--- config.mk ---
export PLATFORM = sky130hd
export DESIGN_NAME = tccw_ctrl
export DESIGN_NICKNAME = d
export VERILOG_FILES = /design/src/tccw_pkg.sv /design/src/tccw_ctrl.sv
export SDC_FILE = /design/constraint.sdc
export NUM_CORES = 1
export LEC_CHECK = 0
export ABC_CLOCK_PERIOD_IN_PS = 6570
export BUFFER_PORTS_ARGS = -buffer_cell sky130_fd_sc_hd__buf_2
export CAP_MARGIN = 20
export CORE_UTILIZATION = 61
export CTS_BUF_LIST = sky130_fd_sc_hd__clkbuf_2
export DETAILED_ROUTE_END_ITERATION = 16
export GPL_ROUTABILITY_DRIVEN = 0
export PLACE_DENSITY_LB_ADDON = 0.05
export SLEW_MARGIN = 25
export SYNTH_ARGS = -nofsm -noshare
export SYNTH_HDL_FRONTEND = slang
export SYNTH_SLANG_ARGS = --single-unit
--- constraint.sdc ---
create_clock -name clk -period 6.57 [get_ports clk]
set_input_delay 1.314 -clock clk [delete_from_list [all_inputs] [get_ports clk]]
set_output_delay 1.314 -clock clk [all_outputs]
set_load 0.05 [all_outputs]
--- src/tccw_pkg.sv ---
// Text console cell writer: shared types and constants.
// Used by the controller, the top level and the checker; depends on nothing.
package tccw_pkg;

  localparam int OPCODE_W = 3;
  localparam int CHAR_W   = 8;
  localparam int COLOR_W  = 8;
  localparam int ROW_IN_W = 5;
  localparam int COL_IN_W = 7;
  localparam int POS_W    = 11;
  localparam int CELL_W   = 16;

  localparam logic [CHAR_W-1:0]  NEWLINE_CODE = 8'd10;
  localparam logic [CHAR_W-1:0]  SPACE_CODE   = 8'h20;
  localparam logic [COLOR_W-1:0] RESET_COLOR  = 8'h70;
  localparam logic [CELL_W-1:0]  RESET_CELL   = 16'h7020;
  // blank of a scrolled-in row: gray fg 12 on bg 7
  localparam logic [CELL_W-1:0]  SCROLL_BLANK = {4'd7, 4'd12, SPACE_CODE};
  // blank of clear screen / clear line: white fg 15 on bg 0
  localparam logic [CELL_W-1:0]  CLEAR_BLANK  = {4'd0, 4'd15, SPACE_CODE};

  typedef enum logic [OPCODE_W-1:0] {
    OP_PUT_CHAR     = 3'd0,
    OP_PUT_CELL     = 3'd1,
    OP_SET_CURSOR   = 3'd2,
    OP_CLEAR_SCREEN = 3'd3,
    OP_CLEAR_LINE   = 3'd4,
    OP_READ_CELL    = 3'd5
  } op_t;

  typedef enum logic [2:0] {
    ST_INIT,
    ST_IDLE,
    ST_EXEC,
    ST_READ,
    ST_COPY,
    ST_DRAIN,
    ST_FILL,
    ST_DONE
  } state_t;

  typedef struct packed {
    logic [OPCODE_W-1:0] opcode;
    logic [CHAR_W-1:0]   char_code;
    logic [COLOR_W-1:0]  cell_color;
    logic [ROW_IN_W-1:0] row;
    logic [COL_IN_W-1:0] column;
  } item_t;

  typedef struct packed {
    logic [POS_W-1:0]  cursor_position;
    logic [CELL_W-1:0] cell_value;
  } res_t;

endpackage

--- src/tccw_ctrl.sv ---
// Text console controller: sequencer, cursor, and sweep over the cell RAM
// (clear pass, fills, scroll copy). Depends on tccw_pkg.
module tccw_ctrl #(
  parameter int COLUMNS = 80,
  parameter int ROWS    = 25
) (
  input  logic                                      clk,
  input  logic                                      rst,
  input  logic                                      item_valid,
  output logic                                      item_ready,
  input  tccw_pkg::item_t                           item,
  input  logic [tccw_pkg::COLOR_W-1:0]              text_color,
  output logic                                      res_valid,
  input  logic                                      res_ready,
  output tccw_pkg::res_t                            res,
  output logic                                      wr_en,
  output logic [$clog2(ROWS*COLUMNS)-1:0]           wr_addr,
  output logic [tccw_pkg::CELL_W-1:0]               wr_data,
  output logic                                      rd_en,
  output logic [$clog2(ROWS*COLUMNS)-1:0]           rd_addr,
  input  logic [tccw_pkg::CELL_W-1:0]               rd_data
);

  localparam int DEPTH  = ROWS * COLUMNS;
  localparam int ADDR_W = $clog2(DEPTH);
  localparam int ROW_W  = $clog2(ROWS);
  localparam int COL_W  = $clog2(COLUMNS);
  localparam logic [ADDR_W-1:0] LAST_ADDR = ADDR_W'(DEPTH - 1);
  localparam logic [ADDR_W-1:0] COPY_LAST = ADDR_W'((ROWS - 1) * COLUMNS - 1);
  localparam logic [ADDR_W-1:0] ROW_SPAN  = ADDR_W'(COLUMNS);
  localparam logic [ROW_W-1:0]  ROW_LAST  = ROW_W'(ROWS - 1);
  localparam logic [COL_W-1:0]  COL_LAST  = COL_W'(COLUMNS - 1);

  tccw_pkg::state_t state, state_next;
  tccw_pkg::item_t  item_q;
  logic [ROW_W-1:0]  cur_row;
  logic [COL_W-1:0]  cur_col;
  logic [ADDR_W-1:0] sweep_addr;
  logic [ADDR_W-1:0] sweep_end;
  logic [tccw_pkg::CELL_W-1:0] fill_value;
  logic [tccw_pkg::CELL_W-1:0] value_q;
  logic              copy_pending;
  logic [ADDR_W-1:0] copy_addr;

  logic [ROW_W+tccw_pkg::ROW_IN_W-1:0] row_ext;
  logic [COL_W+tccw_pkg::COL_IN_W-1:0] col_ext;
  logic [ROW_W-1:0]  in_row;
  logic [COL_W-1:0]  in_col;
  logic              row_ok, col_ok, in_bounds;
  logic              is_newline, last_row, last_col;
  logic [ADDR_W-1:0] tgt_addr, line_addr, cur_addr;
  logic [ADDR_W+tccw_pkg::POS_W-1:0] pos_wide;
  tccw_pkg::op_t     op;

  function automatic logic [ADDR_W-1:0] cell_addr(input logic [ROW_W-1:0] r,
                                                  input logic [COL_W-1:0] c);
    cell_addr = ADDR_W'(r) * ROW_SPAN + ADDR_W'(c);
  endfunction

  assign op         = tccw_pkg::op_t'(item_q.opcode);
  assign row_ok     = int'(item_q.row) < ROWS;
  assign col_ok     = int'(item_q.column) < COLUMNS;
  assign in_bounds  = row_ok && col_ok;
  assign row_ext    = {{ROW_W{1'b0}}, item_q.row};
  assign col_ext    = {{COL_W{1'b0}}, item_q.column};
  assign in_row     = row_ext[ROW_W-1:0];
  assign in_col     = col_ext[COL_W-1:0];
  assign tgt_addr   = cell_addr(in_row, in_col);
  assign line_addr  = cell_addr(in_row, '0);
  assign cur_addr   = cell_addr(cur_row, cur_col);
  assign is_newline = item_q.char_code == tccw_pkg::NEWLINE_CODE;
  assign last_row   = cur_row == ROW_LAST;
  assign last_col   = cur_col == COL_LAST;
  assign pos_wide   = {{tccw_pkg::POS_W{1'b0}}, cur_addr};

  assign res.cursor_position = pos_wide[tccw_pkg::POS_W-1:0];
  assign res.cell_value      = value_q;

  // next state
  always_comb begin
    state_next = state;
    case (state)
      tccw_pkg::ST_INIT: begin
        if (sweep_addr == LAST_ADDR) state_next = tccw_pkg::ST_IDLE;
      end
      tccw_pkg::ST_IDLE: begin
        if (item_valid) state_next = tccw_pkg::ST_EXEC;
      end
      tccw_pkg::ST_EXEC: begin
        case (op)
          tccw_pkg::OP_PUT_CHAR: begin
            if ((is_newline || last_col) && last_row) state_next = tccw_pkg::ST_COPY;
            else state_next = tccw_pkg::ST_DONE;
          end
          tccw_pkg::OP_CLEAR_SCREEN: state_next = tccw_pkg::ST_FILL;
          tccw_pkg::OP_CLEAR_LINE:
            state_next = row_ok ? tccw_pkg::ST_FILL : tccw_pkg::ST_DONE;
          tccw_pkg::OP_READ_CELL:
            state_next = in_bounds ? tccw_pkg::ST_READ : tccw_pkg::ST_DONE;
          default: state_next = tccw_pkg::ST_DONE;
        endcase
      end
      tccw_pkg::ST_READ: state_next = tccw_pkg::ST_DONE;
      tccw_pkg::ST_COPY: begin
        if (sweep_addr == COPY_LAST) state_next = tccw_pkg::ST_DRAIN;
      end
      tccw_pkg::ST_DRAIN: state_next = tccw_pkg::ST_FILL;
      tccw_pkg::ST_FILL: begin
        if (sweep_addr == sweep_end) state_next = tccw_pkg::ST_DONE;
      end
      tccw_pkg::ST_DONE: begin
        if (res_ready) state_next = tccw_pkg::ST_IDLE;
      end
      default: state_next = tccw_pkg::ST_INIT;
    endcase
  end

  // outputs and RAM port control
  always_comb begin
    item_ready = state == tccw_pkg::ST_IDLE;
    res_valid  = state == tccw_pkg::ST_DONE;
    wr_en      = 1'b0;
    wr_addr    = sweep_addr;
    wr_data    = fill_value;
    rd_en      = 1'b0;
    rd_addr    = sweep_addr + ROW_SPAN;
    if (copy_pending) begin
      // scroll: data read in the previous cycle lands one row up
      wr_en   = 1'b1;
      wr_addr = copy_addr;
      wr_data = rd_data;
    end else begin
      case (state)
        tccw_pkg::ST_INIT: begin
          wr_en   = 1'b1;
          wr_data = tccw_pkg::RESET_CELL;
        end
        tccw_pkg::ST_FILL: wr_en = 1'b1;
        tccw_pkg::ST_EXEC: begin
          if (op == tccw_pkg::OP_PUT_CHAR && !is_newline) begin
            wr_en   = 1'b1;
            wr_addr = cur_addr;
            wr_data = {text_color, item_q.char_code};
          end else if (op == tccw_pkg::OP_PUT_CELL && in_bounds) begin
            wr_en   = 1'b1;
            wr_addr = tgt_addr;
            wr_data = {item_q.cell_color, item_q.char_code};
          end
        end
        default: wr_en = 1'b0;
      endcase
    end
    if (state == tccw_pkg::ST_COPY) begin
      rd_en = 1'b1;
    end else if (state == tccw_pkg::ST_EXEC && op == tccw_pkg::OP_READ_CELL && in_bounds) begin
      rd_en   = 1'b1;
      rd_addr = tgt_addr;
    end
  end

  // control registers
  always_ff @(posedge clk) begin
    if (rst) begin
      state        <= tccw_pkg::ST_INIT;
      sweep_addr   <= '0;
      cur_row      <= '0;
      cur_col      <= '0;
      copy_pending <= 1'b0;
    end else begin
      state        <= state_next;
      copy_pending <= state == tccw_pkg::ST_COPY;
      case (state)
        tccw_pkg::ST_INIT, tccw_pkg::ST_COPY, tccw_pkg::ST_FILL: begin
          sweep_addr <= sweep_addr + 1'b1;
        end
        tccw_pkg::ST_EXEC: begin
          case (op)
            tccw_pkg::OP_PUT_CHAR: begin
              if (is_newline || last_col) begin
                cur_col    <= '0;
                sweep_addr <= '0;
                if (!last_row) cur_row <= cur_row + 1'b1;
              end else begin
                cur_col <= cur_col + 1'b1;
              end
            end
            tccw_pkg::OP_SET_CURSOR: begin
              cur_row <= row_ok ? in_row : ROW_LAST;
              cur_col <= col_ok ? in_col : COL_LAST;
            end
            tccw_pkg::OP_CLEAR_SCREEN: begin
              cur_row    <= '0;
              cur_col    <= '0;
              sweep_addr <= '0;
            end
            tccw_pkg::OP_CLEAR_LINE: sweep_addr <= line_addr;
            default: sweep_addr <= sweep_addr;
          endcase
        end
        default: sweep_addr <= sweep_addr;
      endcase
    end
  end

  // payload registers
  always_ff @(posedge clk) begin
    copy_addr <= sweep_addr;
    case (state)
      tccw_pkg::ST_IDLE: begin
        if (item_valid) begin
          item_q  <= item;
          value_q <= '0;
        end
      end
      tccw_pkg::ST_EXEC: begin
        if (op == tccw_pkg::OP_CLEAR_SCREEN) begin
          sweep_end  <= LAST_ADDR;
          fill_value <= tccw_pkg::CLEAR_BLANK;
        end else if (op == tccw_pkg::OP_CLEAR_LINE) begin
          sweep_end  <= line_addr + ROW_SPAN - 1'b1;
          fill_value <= tccw_pkg::CLEAR_BLANK;
        end
      end
      tccw_pkg::ST_READ: value_q <= rd_data;
      tccw_pkg::ST_DRAIN: begin
        // bottom row follows the copy
        sweep_end  <= LAST_ADDR;
        fill_value <= tccw_pkg::SCROLL_BLANK;
      end
      default: value_q <= value_q;
    endcase
  end

endmodule

==> run summary, run 1 <==
Post-Syn Instances: 566
number of synthesized flops with an enable pin: 56
DRT Wirelength: 15.1 mm
flop-to-flop setup slack: 3.54 ns
FF-to-FF path depth: 6
Synth-to-Final Area Change: 13.3%
Post-CTS Setup Bufs: 0
vias per inst: 6.37
Post-Route Setup TNS: 0 ns
net count after synthesis: 654
row count: 34
Residual DRC: 0
FILL cells: 675
Crit Path Max Fanout: 13
post-cts sizing count: 0
Pre-Repair DR Iteration Count: 5
Critical Path RT: 5.26 ns
pwr dens: 356 nW/um^2
Skew-Pair Late Insertion Delay: 0.58 ns
final number of setup-violating endpoints: 0
Max Cap Violations: 0
r2r endpoint: sweep_addr[3]
Fin Clk Skew: 0.0358 ns
Total GRT Usage: 0.330
Hold Startpoint: sweep_addr[2]
predominant post-synthesis flop cell: edfxtp_1
fmax: 199 MHz
layout cells sized above 1: 0.249
top cell type's share of synthesized area: 0.305
crit path DAT: 3.71 ns
leak pwr: 2.58 nW
Starting Density: 0.633
register area share after synthesis: 0.443
die footprint: 9430 sq um
RSZ-0062 raised after global routing: no
worst hold slack: 0.457 ns
Hold Vio Cnt, Final: 0
YS warnings: 0
total congestion overflow: 0
FFs w/ async S/R, synth: 0
Final period util: 0.765
crit path buf inv count: 1
clock slew at reported path FFs: 0.26 ns
crit end category: primary output
number of global-route vias before repair: 4,797
Inserted Clock Buffers: 9
Slew Limit Fails: 0
Reg area: 2440 sq um
Final HPWL DP: 11.2 mm
# clock sinks: 94
DR iter-0 viols: 520
status: completed
Multi-input gate area: 2840 sq um
number of port buffers: 127
Mean Syn Cell Area: 9.75 sq um
Cell Chain, Critical Path: or2_1 > a211oi_2 > o21ai_1 > nand2_1 > o22ai_1 > a21oi_1 > buf_2
Detail Route Antenna Nets: 0
critical path type: reg2out
hold path endpoint: copy_addr[2]
Die X: 97.1 um
Critical R2R Launch: op[0]
detailed-route wire length per cell: 19.2 um
Synth Register Bits: 94
global-route wire length before repair: 24.4 mm
CTS tree: done
htree depth: 3
ant diodes: 0
Worst path slowest cell: a211oi_2
# IOs: 128
Yosys cell types: 74
Final #Nets: 757
Worst path depth: 7
largest net degree at the start of global routing: 32
critical path's largest stage delay: 0.89 ns
minimum clock period: 5.03 ns
Crit path max-delay family: compound AO/OA/AOI/OAI gates
Worst Hold Class: reg2reg
chip height: 97.1 um
total number of vias: 4,982
Worst VDD drop: 0.294 mV
hold path depth: 0
initial antenna violation count: 0
Startpoint Class: flop
Rel. slew slack: 0.274
# hold bufs at CTS: 0
area leader, netlist: edfxtp_1
Bufs on Longest Clock Path: 2
Synth Cell Area: 5520 sq um
Slew @ Worst Pin: 1.09 ns
clock root buffer: clkbuf_2
Core ar.: 8720 sq um
top cells by area, synth: edfxtp_1 30%, dfxtp_1 14%, ha_1 5.7%
## cells in the mapped netlist, drive strengths merged, types with 8 or more instances
cell type,number
buf,12
and3,13
nor2b,8
a22oi,15
a22o,11
clkbuf,25
and2,17
edfxtp,56
nand2,46
inv,17
nor3,13
a21oi,27
xnor2,29
ha,25
o21ai,32
o22ai,9
nor2,56
nand3,14
nand2b,8
dfxtp,38
## power breakdown
part | internal, W | switching [W]
registers | 0.000729 | 0.000119
logic | 0.000308 | 0.000779
clock network | 0.0000917 | 0.000197
total | 0.00113 | 0.00109
## layout make-up
class / instances / share of cell area
inverter: 17 / 0.0102
clock inverter: 5 / 0.00981
clock buffer: 11 / 0.00881
tap: 108 / 0.0216
sequential: 94 / 0.391
multi-input combinational: 418 / 0.455
timing repair buffer: 129 / 0.104
## cells by family after synthesis
group,count (synthesis),share of synthesized area
and+or+nand+nor,199,0.184
AOI/OAI and AO/OA,150,0.194
DFF,94,0.443
buffers and inverters,54,0.0424
xor gates and xnor gates,35,0.0556
adders and majority gates,29,0.0712
muxes,5,0.00998
## worst max path at each step
| stage | start | end | slack, ns |
|---|---|---|---|
| final | op[0] | wr_addr[7] | 1.54 |
| after global routing | op[0] | wr_addr[7] | 1.40 |
| after CTS | op[0] | wr_addr[7] | 1.62 |
| after detailed placement | op[0] | wr_data[1] | 2.29 |
| after global placement | op[0] | wr_addr[2] | 2.35 |
| after floorplan | cur_row[3] | wr_addr[9] | 1.87 |
## metrics by stage
stage / utilization / std cells / area, sq um / setup WS (ns) / total power (W)
after floorplan: - / 566 / 5520 / 1.87 / 0.00168
after global placement: 0.703 / 766 / 6130 / 2.35 / 0.00191
after detailed placement: 0.703 / 766 / 6130 / 2.29 / 0.00193
after CTS: 0.717 / 782 / 6250 / 1.62 / 0.00222
after global routing: 0.717 / 782 / 6250 / 1.40 / 0.00233
final: 0.717 / 782 / 6250 / 1.54 / 0.00222
## layer usage
metal,wire (um),share of wire,vias to the layer above,track usage
li1,-,-,2293,-
met2,6960,0.46,288,0.524
met3,1410,0.094,51,0.0806
met4,541,0.036,0,0.137
met5,0,0,-,0
met1,6140,0.41,2350,0.432
## sequential cells by signal, summed over array words and instances, names as in the netlist
signal,count
in_row,5
in_col,7
state,3
op,3
copy_addr,11
item_q,16
copy_pending,1
sweep_end,7
cur_row,5
value_q,16
sweep_addr,11
fill_value,2
cur_col,7
## cell usage in the layout (no fill, tap or decap), types with 8 or more instances in the layout
cell	count
ha_1	25
and3_1	13
nand2_1	45
o21ai_1	8
dfxtp_1	38
inv_1	16
edfxtp_1	56
nor3_1	11
o22ai_1	9
nor2_1	55
nand3_1	13
nor2b_1	8
and2_1	17
a22o_1	11
clkbuf_2	11
a21oi_1	27
nand2b_1	8
xnor2_1	29
a22oi_1	15
buf_2	127
o21ai_0	24
Note: power is estimated with default switching activity, not from simulation.
==> inputs of run 2 (changes only) <==
--- a/config.mk
+++ b/config.mk
@@ -5,10 +5,11 @@
 export SDC_FILE = /design/constraint.sdc
 export NUM_CORES = 1
 export LEC_CHECK = 0
-export ABC_CLOCK_PERIOD_IN_PS = 6570
+export ABC_AREA = 1
+export ABC_CLOCK_PERIOD_IN_PS = 4200
 export BUFFER_PORTS_ARGS = -buffer_cell sky130_fd_sc_hd__buf_2
 export CAP_MARGIN = 20
-export CORE_UTILIZATION = 61
+export CORE_UTILIZATION = 52
 export CTS_BUF_LIST = sky130_fd_sc_hd__clkbuf_2
 export DETAILED_ROUTE_END_ITERATION = 16
 export GPL_ROUTABILITY_DRIVEN = 0
==> constraint.sdc (replaced) <==
create_clock -name clk -period 4.2 [get_ports clk]
set_input_delay 0.84 -clock clk [delete_from_list [all_inputs] [get_ports clk]]
set_output_delay 0.84 -clock clk [all_outputs]
set_load 0.05 [all_outputs]
==> run 2 against run 1 <==
Compared with the run above:
- combinational power is 130% higher
- utilization fell by 8.9 points
- synthesized cell count increased by 38%
- worst hold slack got worse by 0.13 ns
- cell area grew 11%
- clock-buffer cell count is 2 lower
- sequential cell count stayed put
- non-clock buffer count increased by 9
- first-iteration DRC count is 13% lower
- power is 100% higher
- critical path type unchanged
- register-to-register slack worse by 1.8 ns
- final cell count is 34% higher
==> run summary, run 2 <==
status: completed
Pre-Repair DR Iteration Count: 5 (unchanged)
top cells by area, synth: edfxtp_1 28%, dfxtp_1 13%, nand2_1 12%
Sequential Power Share: 0.311 (-0.070)
sw power: 0.00239 W (+120%)
Commonest cells post-synth: 195 x nand2_1, 98 x inv_1, 91 x nor2_1, 56 x edfxtp_1, 53 x nand3_1
Yosys cell types: 45 (-39%)
Total GRT Usage: 0.285 (-0.0450)
Skew-Pair Late Insertion Delay: 0.66 ns (+0.08 ns)
register area share after synthesis: 0.407 (-0.0356)
Synth-to-Final Area Change: 15.3%
Bufs on Longest Clock Path: 2 (unchanged)
CTS tree: done
# hold bufs at CTS: 0 (unchanged)
largest net degree at the start of global routing: 31 (-3.1%)
critical path's largest stage delay: 0.58 ns (-0.31 ns)
Place WS: 0.769 ns (-1.52 ns)
Post-Syn Instances: 782 (+38%)
layout cells sized above 1: 0.230 (-0.0196)
Worst path slowest cell: fa_2
Startpoint Class: flop
final number of setup-violating endpoints: 0 (unchanged)
Slew Limit Fails: 0 (unchanged)
most common cell after layout, fill and taps aside: nand2_1
crit path DAT: 3.18 ns (-0.53 ns)
ant diodes: 0 (unchanged)
crit end category: primary output
# IOs: 128 (unchanged)
total power: 0.00445 W (+100%)
Fin Clk Skew: 0.0487 ns (+0.0129 ns)
number of global-route vias before repair: 5,391 (+12%)
DR iter-0 viols: 452 (-13%)
predominant post-synthesis flop cell: edfxtp_1
minimum clock period: 4.02 ns
Crit Path Max Fanout: 3 (-10)
Final #Nets: 993 (+31%)
Synth Register Bits: 94 (unchanged)
Residual DRC: 0 (unchanged)
Inserted Clock Buffers: 9 (unchanged)
Hold Vio Cnt, Final: 0 (unchanged)
htree depth: 3 (unchanged)
total congestion overflow: 0 (unchanged)
Mean Syn Cell Area: 7.67 sq um (-21%)
row count: 38 (+12%)
clock slew at reported path FFs: 0.30 ns (+0.04 ns)
combinational power share: 0.566 (+0.077)
net count after synthesis: 870 (+33%)
Cell Area, Placed: 6700 sq um (+9.2%)
leak pwr: 3.38 nW (+31%)
DRT Wirelength: 16.6 mm (+11%)
area leader, netlist: edfxtp_1
Slew @ Worst Pin: 0.710 ns (-0.378 ns)
placed insts: 1,028 (+34%)
Worst VDD drop: 0.664 mV (+130%)
number of port buffers: 127 (unchanged)
critical path type: reg2out
most frequent cell on the critical path: nand2_1
total number of vias: 5,633 (+13%)
fmax: 249 MHz
setup ws final: 0.180 ns (-1.36 ns)
number of synthesized flops with an enable pin: 56 (unchanged)
Layout Cells excl Fill: 1,050 (+34%)
Final HPWL DP: 12.9 mm (+15%)
Post-Route Setup TNS: 0 ns (unchanged)
initial antenna violation count: 0 (unchanged)
Synth Cell Area: 6000 sq um (+8.8%)
chip height: 109 um (+13%)
most frequent cell after synthesis: nand2_1
Worst Hold Class: in2reg
FFs w/ async S/R, synth: 0 (unchanged)
Starting Density: 0.544 (-0.0887)
global-route wire length before repair: 25.6 mm (+5.0%)
vias per inst: 5.36 (-16%)
pwr dens: 643 nW/um^2 (+81%)
final instance area: 6920 sq um (+11%)
Rel. slew slack: 0.526 (+0.252)
top cell type's share of synthesized area: 0.280 (-0.0245)
YS warnings: 0 (unchanged)
die footprint: 12,000 sq um (+27%)
Max Cap Violations: 0 (unchanged)
Sw Share: 0.538 (+0.0454)
Detail Route Antenna Nets: 0 (unchanged)
Final period util: 0.957
Largest regs: item_q: 16 flops, value_q: 16 flops
Power Internal: 0.00206 W (+82%)
most frequent cells in the layout: 193 x nand2_1, 125 x buf_2, 97 x inv_1
Critical Path RT: 3.36 ns (-1.90 ns)
Die X: 109 um (+13%)
Clk pwr share: 0.123 (-0.007)
# clock sinks: 94 (unchanged)
detailed-route wire length per cell: 15.8 um (-18%)
clock root buffer: clkbuf_2
Core ar.: 11,000 sq um (+26%)
Cell Chain, Critical Path: ha_1 > ha_2 > fa_2 > nand2_1 > inv_2 > nand2_1 > nor2_2 > inv_1 > nand2_1 > nand3_1 > nand2_1 > nand2_2 > nand2_2 > buf_8
## run 2: cell types whose count changed in the layout (fill, tap and decap cells not counted), moves of 10 or more
cell / before / now
nand2_1: 45 / 193
xnor2_1: 29 / 9
and3_1: 13 / 0
a22oi_1: 15 / 3
o21ai_0: 24 / 46
nand3_1: 13 / 53
and2_1: 17 / 2
a22o_1: 11 / 0
inv_1: 16 / 97
nor2_1: 55 / 89
buf_4: 2 / 12
## run 2: cell type report
class / instances / area [sq um]
Tap cell: 140 / 175
Inverter: 109 / 424
Multi-Input combinational cell: 553 / 3000
Timing Repair Buffer: 138 / 731
Sequential cell: 94 / 2440
Clock inverter: 7 / 104
Fill cell: 1017 / 4110
Clock buffer: 9 / 45.0
## run 2: critical path, delay by kind of cell (launching register included)
family                     cells  cell delay, ns
adders and majority gates      3            1.08
and+or+nand+nor                8            0.73
DFF                            1            0.48
buffers and inverters          3            0.27
## run 2: kinds of logic after synthesis
group	count (synthesis)	share of synthesized area
simple gates	384	0.287
buf+inv	135	0.0961
compound gates	118	0.111
flops	94	0.407
fa+ha+maj	29	0.0655
xor+xnor	21	0.0307
mux	1	0.00250
## run 2: final timing paths
path	cells after the start	end	from	slack, ns
worst max-delay path	14	wr_addr[10]	in_row[3]	0.18
worst min register to register	0	copy_addr[3]	sweep_addr[3]	0.42
worst max register to register	6	sweep_end[5]	state[1]	1.76
worst min-delay path	1	in_row[2]	item[9]	0.33
## run 2: metal layers
layer  part of all wire  global-route usage
met3              0.069              0.0605
met2               0.47               0.474
met4              0.018               0.101
met1               0.44               0.365
met5                  0                   0
## run 2: power groups by stage
stage               clock network [W]  registers (W)  logic, W
floorplan                           0        0.00142   0.00188
global placement                    0        0.00139   0.00243
detailed placement                  0        0.00140   0.00246
CTS                          0.000554        0.00138   0.00248
global route                 0.000580        0.00141   0.00272
finish                       0.000546        0.00138   0.00252
## run 2: timing repair
action / CTS / global route
setup buffers: 0 / 6
gates resized for setup: 0 / 14
endpoints found under the setup margin: 0 / 4
hold endpoints to repair: 0 / 0
## run 2: per-stage QoR
stage	util	hold slack, ns
finish	0.627	0.329
detailed placement	0.607	0.388
global placement	0.607	0.383
CTS	0.621	0.315
global route	0.627	0.290
floorplan	-	0.326
==> inputs of run 3 (changes only) <==
--- a/config.mk
+++ b/config.mk
@@ -9,10 +9,11 @@
 export ABC_CLOCK_PERIOD_IN_PS = 4200
 export BUFFER_PORTS_ARGS = -buffer_cell sky130_fd_sc_hd__buf_2
 export CAP_MARGIN = 20
-export CORE_UTILIZATION = 52
+export CORE_UTILIZATION = 33
 export CTS_BUF_LIST = sky130_fd_sc_hd__clkbuf_2
 export DETAILED_ROUTE_END_ITERATION = 16
 export GPL_ROUTABILITY_DRIVEN = 0
+export GPL_TIMING_DRIVEN = 0
 export PLACE_DENSITY_LB_ADDON = 0.05
 export SLEW_MARGIN = 25
 export SYNTH_ARGS = -nofsm -noshare
==> run 3 against run 2 <==
Compared with the run above:
- sequential cell count is the same
- clock power down 16%
- die area increased by 56%
- via count increased by 0.14%
- final cell count up 10%
- fmax shrank 1.5%
- global-route usage decreased by 7.9 points
- critical endpoint unchanged
- largest cell class unchanged
- clock-buffer cell count unchanged
- highest routed layer unchanged
- utilization decreased by 22 points
- register-to-register slack gained 0.22 ns
- clock skew grew 0.0040 ns
- cell area grew 2.9%
==> run summary, run 3 (same netlist as run 2, synthesis figures left out) <==
number of global-route vias before repair: 5,497 (+2.0%)
chip height: 137 um (+25%)
vias per inst: 4.88 (-9.0%)
crit end category: primary output
clock slew at reported path FFs: 0.32 ns (+0.02 ns)
most frequent cells in the layout: 193 x nand2_1, 131 x buf_2, 97 x inv_1
Final #Nets: 1,013 (+2.0%)
Startpoint Class: flop
Final period util: 0.971 (+0.0144)
Critical Path RT: 3.36 ns (about the same)
Slew @ Worst Pin: 0.593 ns (-0.116 ns)
die footprint: 18,700 sq um (+56%)
Hold Vio Cnt, Final: 0 (unchanged)
Critical Path End: wr_addr[10]
Detail Route Antenna Nets: 0 (unchanged)
Worst VDD drop: 0.573 mV (-14%)
# clock sinks: 94 (unchanged)
most used routing layer: met2
htree depth: 3 (unchanged)
fmax: 245 MHz (-1.5%)
layout cells sized above 1: 0.235 (+0.00581)
largest net degree at the start of global routing: 24 (-23%)
detailed-route wire length per cell: 16.1 um (+1.7%)
Critical R2R Launch: in_row[3]
FILL cells: 1,890 (+86%)
# IOs: 128 (unchanged)
Fin Clk Skew: 0.0527 ns (+0.00402 ns)
Residual DRC: 0 (unchanged)
worst setup path startpoint: cur_row[1]
Core ar.: 17,500 sq um (+59%)
RSZ-0062 raised after global routing: yes
status: completed
row count: 48 (+26%)
hold path depth: 1 (unchanged)
Skew-Pair Late Insertion Delay: 0.67 ns (about the same)
M3 GR Usage: 0.0359 (-0.0245)
Die X: 137 um (+25%)
Rel. slew slack: 0.604 (+0.0786)
initial antenna violation count: 1 (+1)
crit path DAT: 3.24 ns (+0.06 ns)
pwr dens: 626 nW/um^2 (-2.6%)
number of port buffers: 126 (-0.79%)
Bufs on Longest Clock Path: 2 (unchanged)
global-route wire length before repair: 28.8 mm (+12%)
Max Cap Violations: 0 (unchanged)
Cell Area, Placed: 6960 sq um (+3.9%)
CTS tree: done
Pre-Repair DR Iteration Count: 5 (unchanged)
Worst Hold Class: in2reg
DR iter-0 viols: 309 (-32%)
Inserted Clock Buffers: 9 (unchanged)
# hold bufs at CTS: 0 (unchanged)
Cell Chain, Critical Path: ha_1 > ha_1 > fa_1 > xor2_1 > nand3_1 > or2_2 > nand3_1 > nand2_1 > nand2_1 > nand2_2 > buf_8
Starting Density: 0.342 (-0.202)
total number of vias: 5,641 (+0.14%)
Synth-to-Final Area Change: 18.6%
crit path buf inv count: 1 (-2)
critical path type: reg2out
final number of setup-violating endpoints: 0 (unchanged)
post-layout util: 0.406 (-0.221)
flop-to-flop setup slack: 1.98 ns (+0.22 ns)
Largest regs: item_q: 16 flops, value_q: 16 flops
leak pwr: 3.43 nW (+1.6%)
Final HPWL DP: 15.0 mm (+16%)
minimum clock period: 4.08 ns (+0.0605 ns)
total congestion overflow: 0 (unchanged)
DRT Wirelength: 18.6 mm (+12%)
Worst path slowest cell: dfxtp_2
critical path's largest stage delay: 0.42 ns (-0.16 ns)
Total GRT Usage: 0.206 (-0.0786)
M1 GR Usage: 0.272 (-0.0929)
M2 GR Usage: 0.336 (-0.139)
clock root buffer: clkbuf_2
final instance area: 7120 sq um (+2.9%)
FF-to-FF path depth: 7 (+1)
most common cell after layout, fill and taps aside: nand2_1
r2r endpoint: sweep_end[9]
Slew Limit Fails: 0 (unchanged)
Crit path max-delay family: adder cells
Worst path depth: 11 (-3)
Crit Path Max Fanout: 5 (+2)
-- run 3: layer usage --
metal  share of wire  vias up
met3           0.054       27
met5               0        -
met1            0.47     2626
met4           0.022        0
li1                -     2820
met2            0.45      168
-- run 3: repair_timing --
item	in CTS	in global routing
setup endpoints to repair	1	5
cloned	0	0
resized for setup	2	10
buffers inserted	1	2
-- run 3: worst min path at each step --
| stage | from | end | slack (ns) |
|---|---|---|---|
| final | item[22] | item_q[22] | 0.31 |
| after global placement | sweep_addr[8] | copy_addr[8] | 0.34 |
| after detailed placement | sweep_addr[7] | copy_addr[7] | 0.34 |
| after CTS | item[22] | item_q[22] | 0.27 |
| after global routing | item[23] | item_q[23] | 0.26 |
| after floorplan | sweep_addr[6] | copy_addr[6] | 0.33 |
-- run 3: per-stage QoR --
stage,setup WS [ns],std cells,hold slack [ns],setup TNS (ns),power [W]
floorplan,0.582,782,0.326,0,0.00331
global placement,0.715,1133,0.338,0,0.00396
detailed placement,0.714,1136,0.339,0,0.00400
CTS,0.0268,1153,0.269,0,0.00446
global route,-0.0568,1156,0.256,-0.0642,0.00476
finish,0.120,1156,0.307,0,0.00446
-- run 3: report_power, final --
group	internal, W	switching [W]
clock	0.0000913	0.000367
combinational	0.000706	0.00195
sequential	0.00120	0.000144
-- run 3: final cells by class --
cell class | instances | area, sq um | area share
diodes | 1 | 2.50 | 0.000351
plain buffers | 26 | 153 | 0.0214
clock buffers | 9 | 45.0 | 0.00633
clock inverters | 7 | 61.3 | 0.00861
inverters | 109 | 424 | 0.0596
multi-input cells | 553 | 3000 | 0.422
flip-flops and latches | 94 | 2440 | 0.343
well taps | 225 | 282 | 0.0395
repair buffers | 132 | 704 | 0.0989
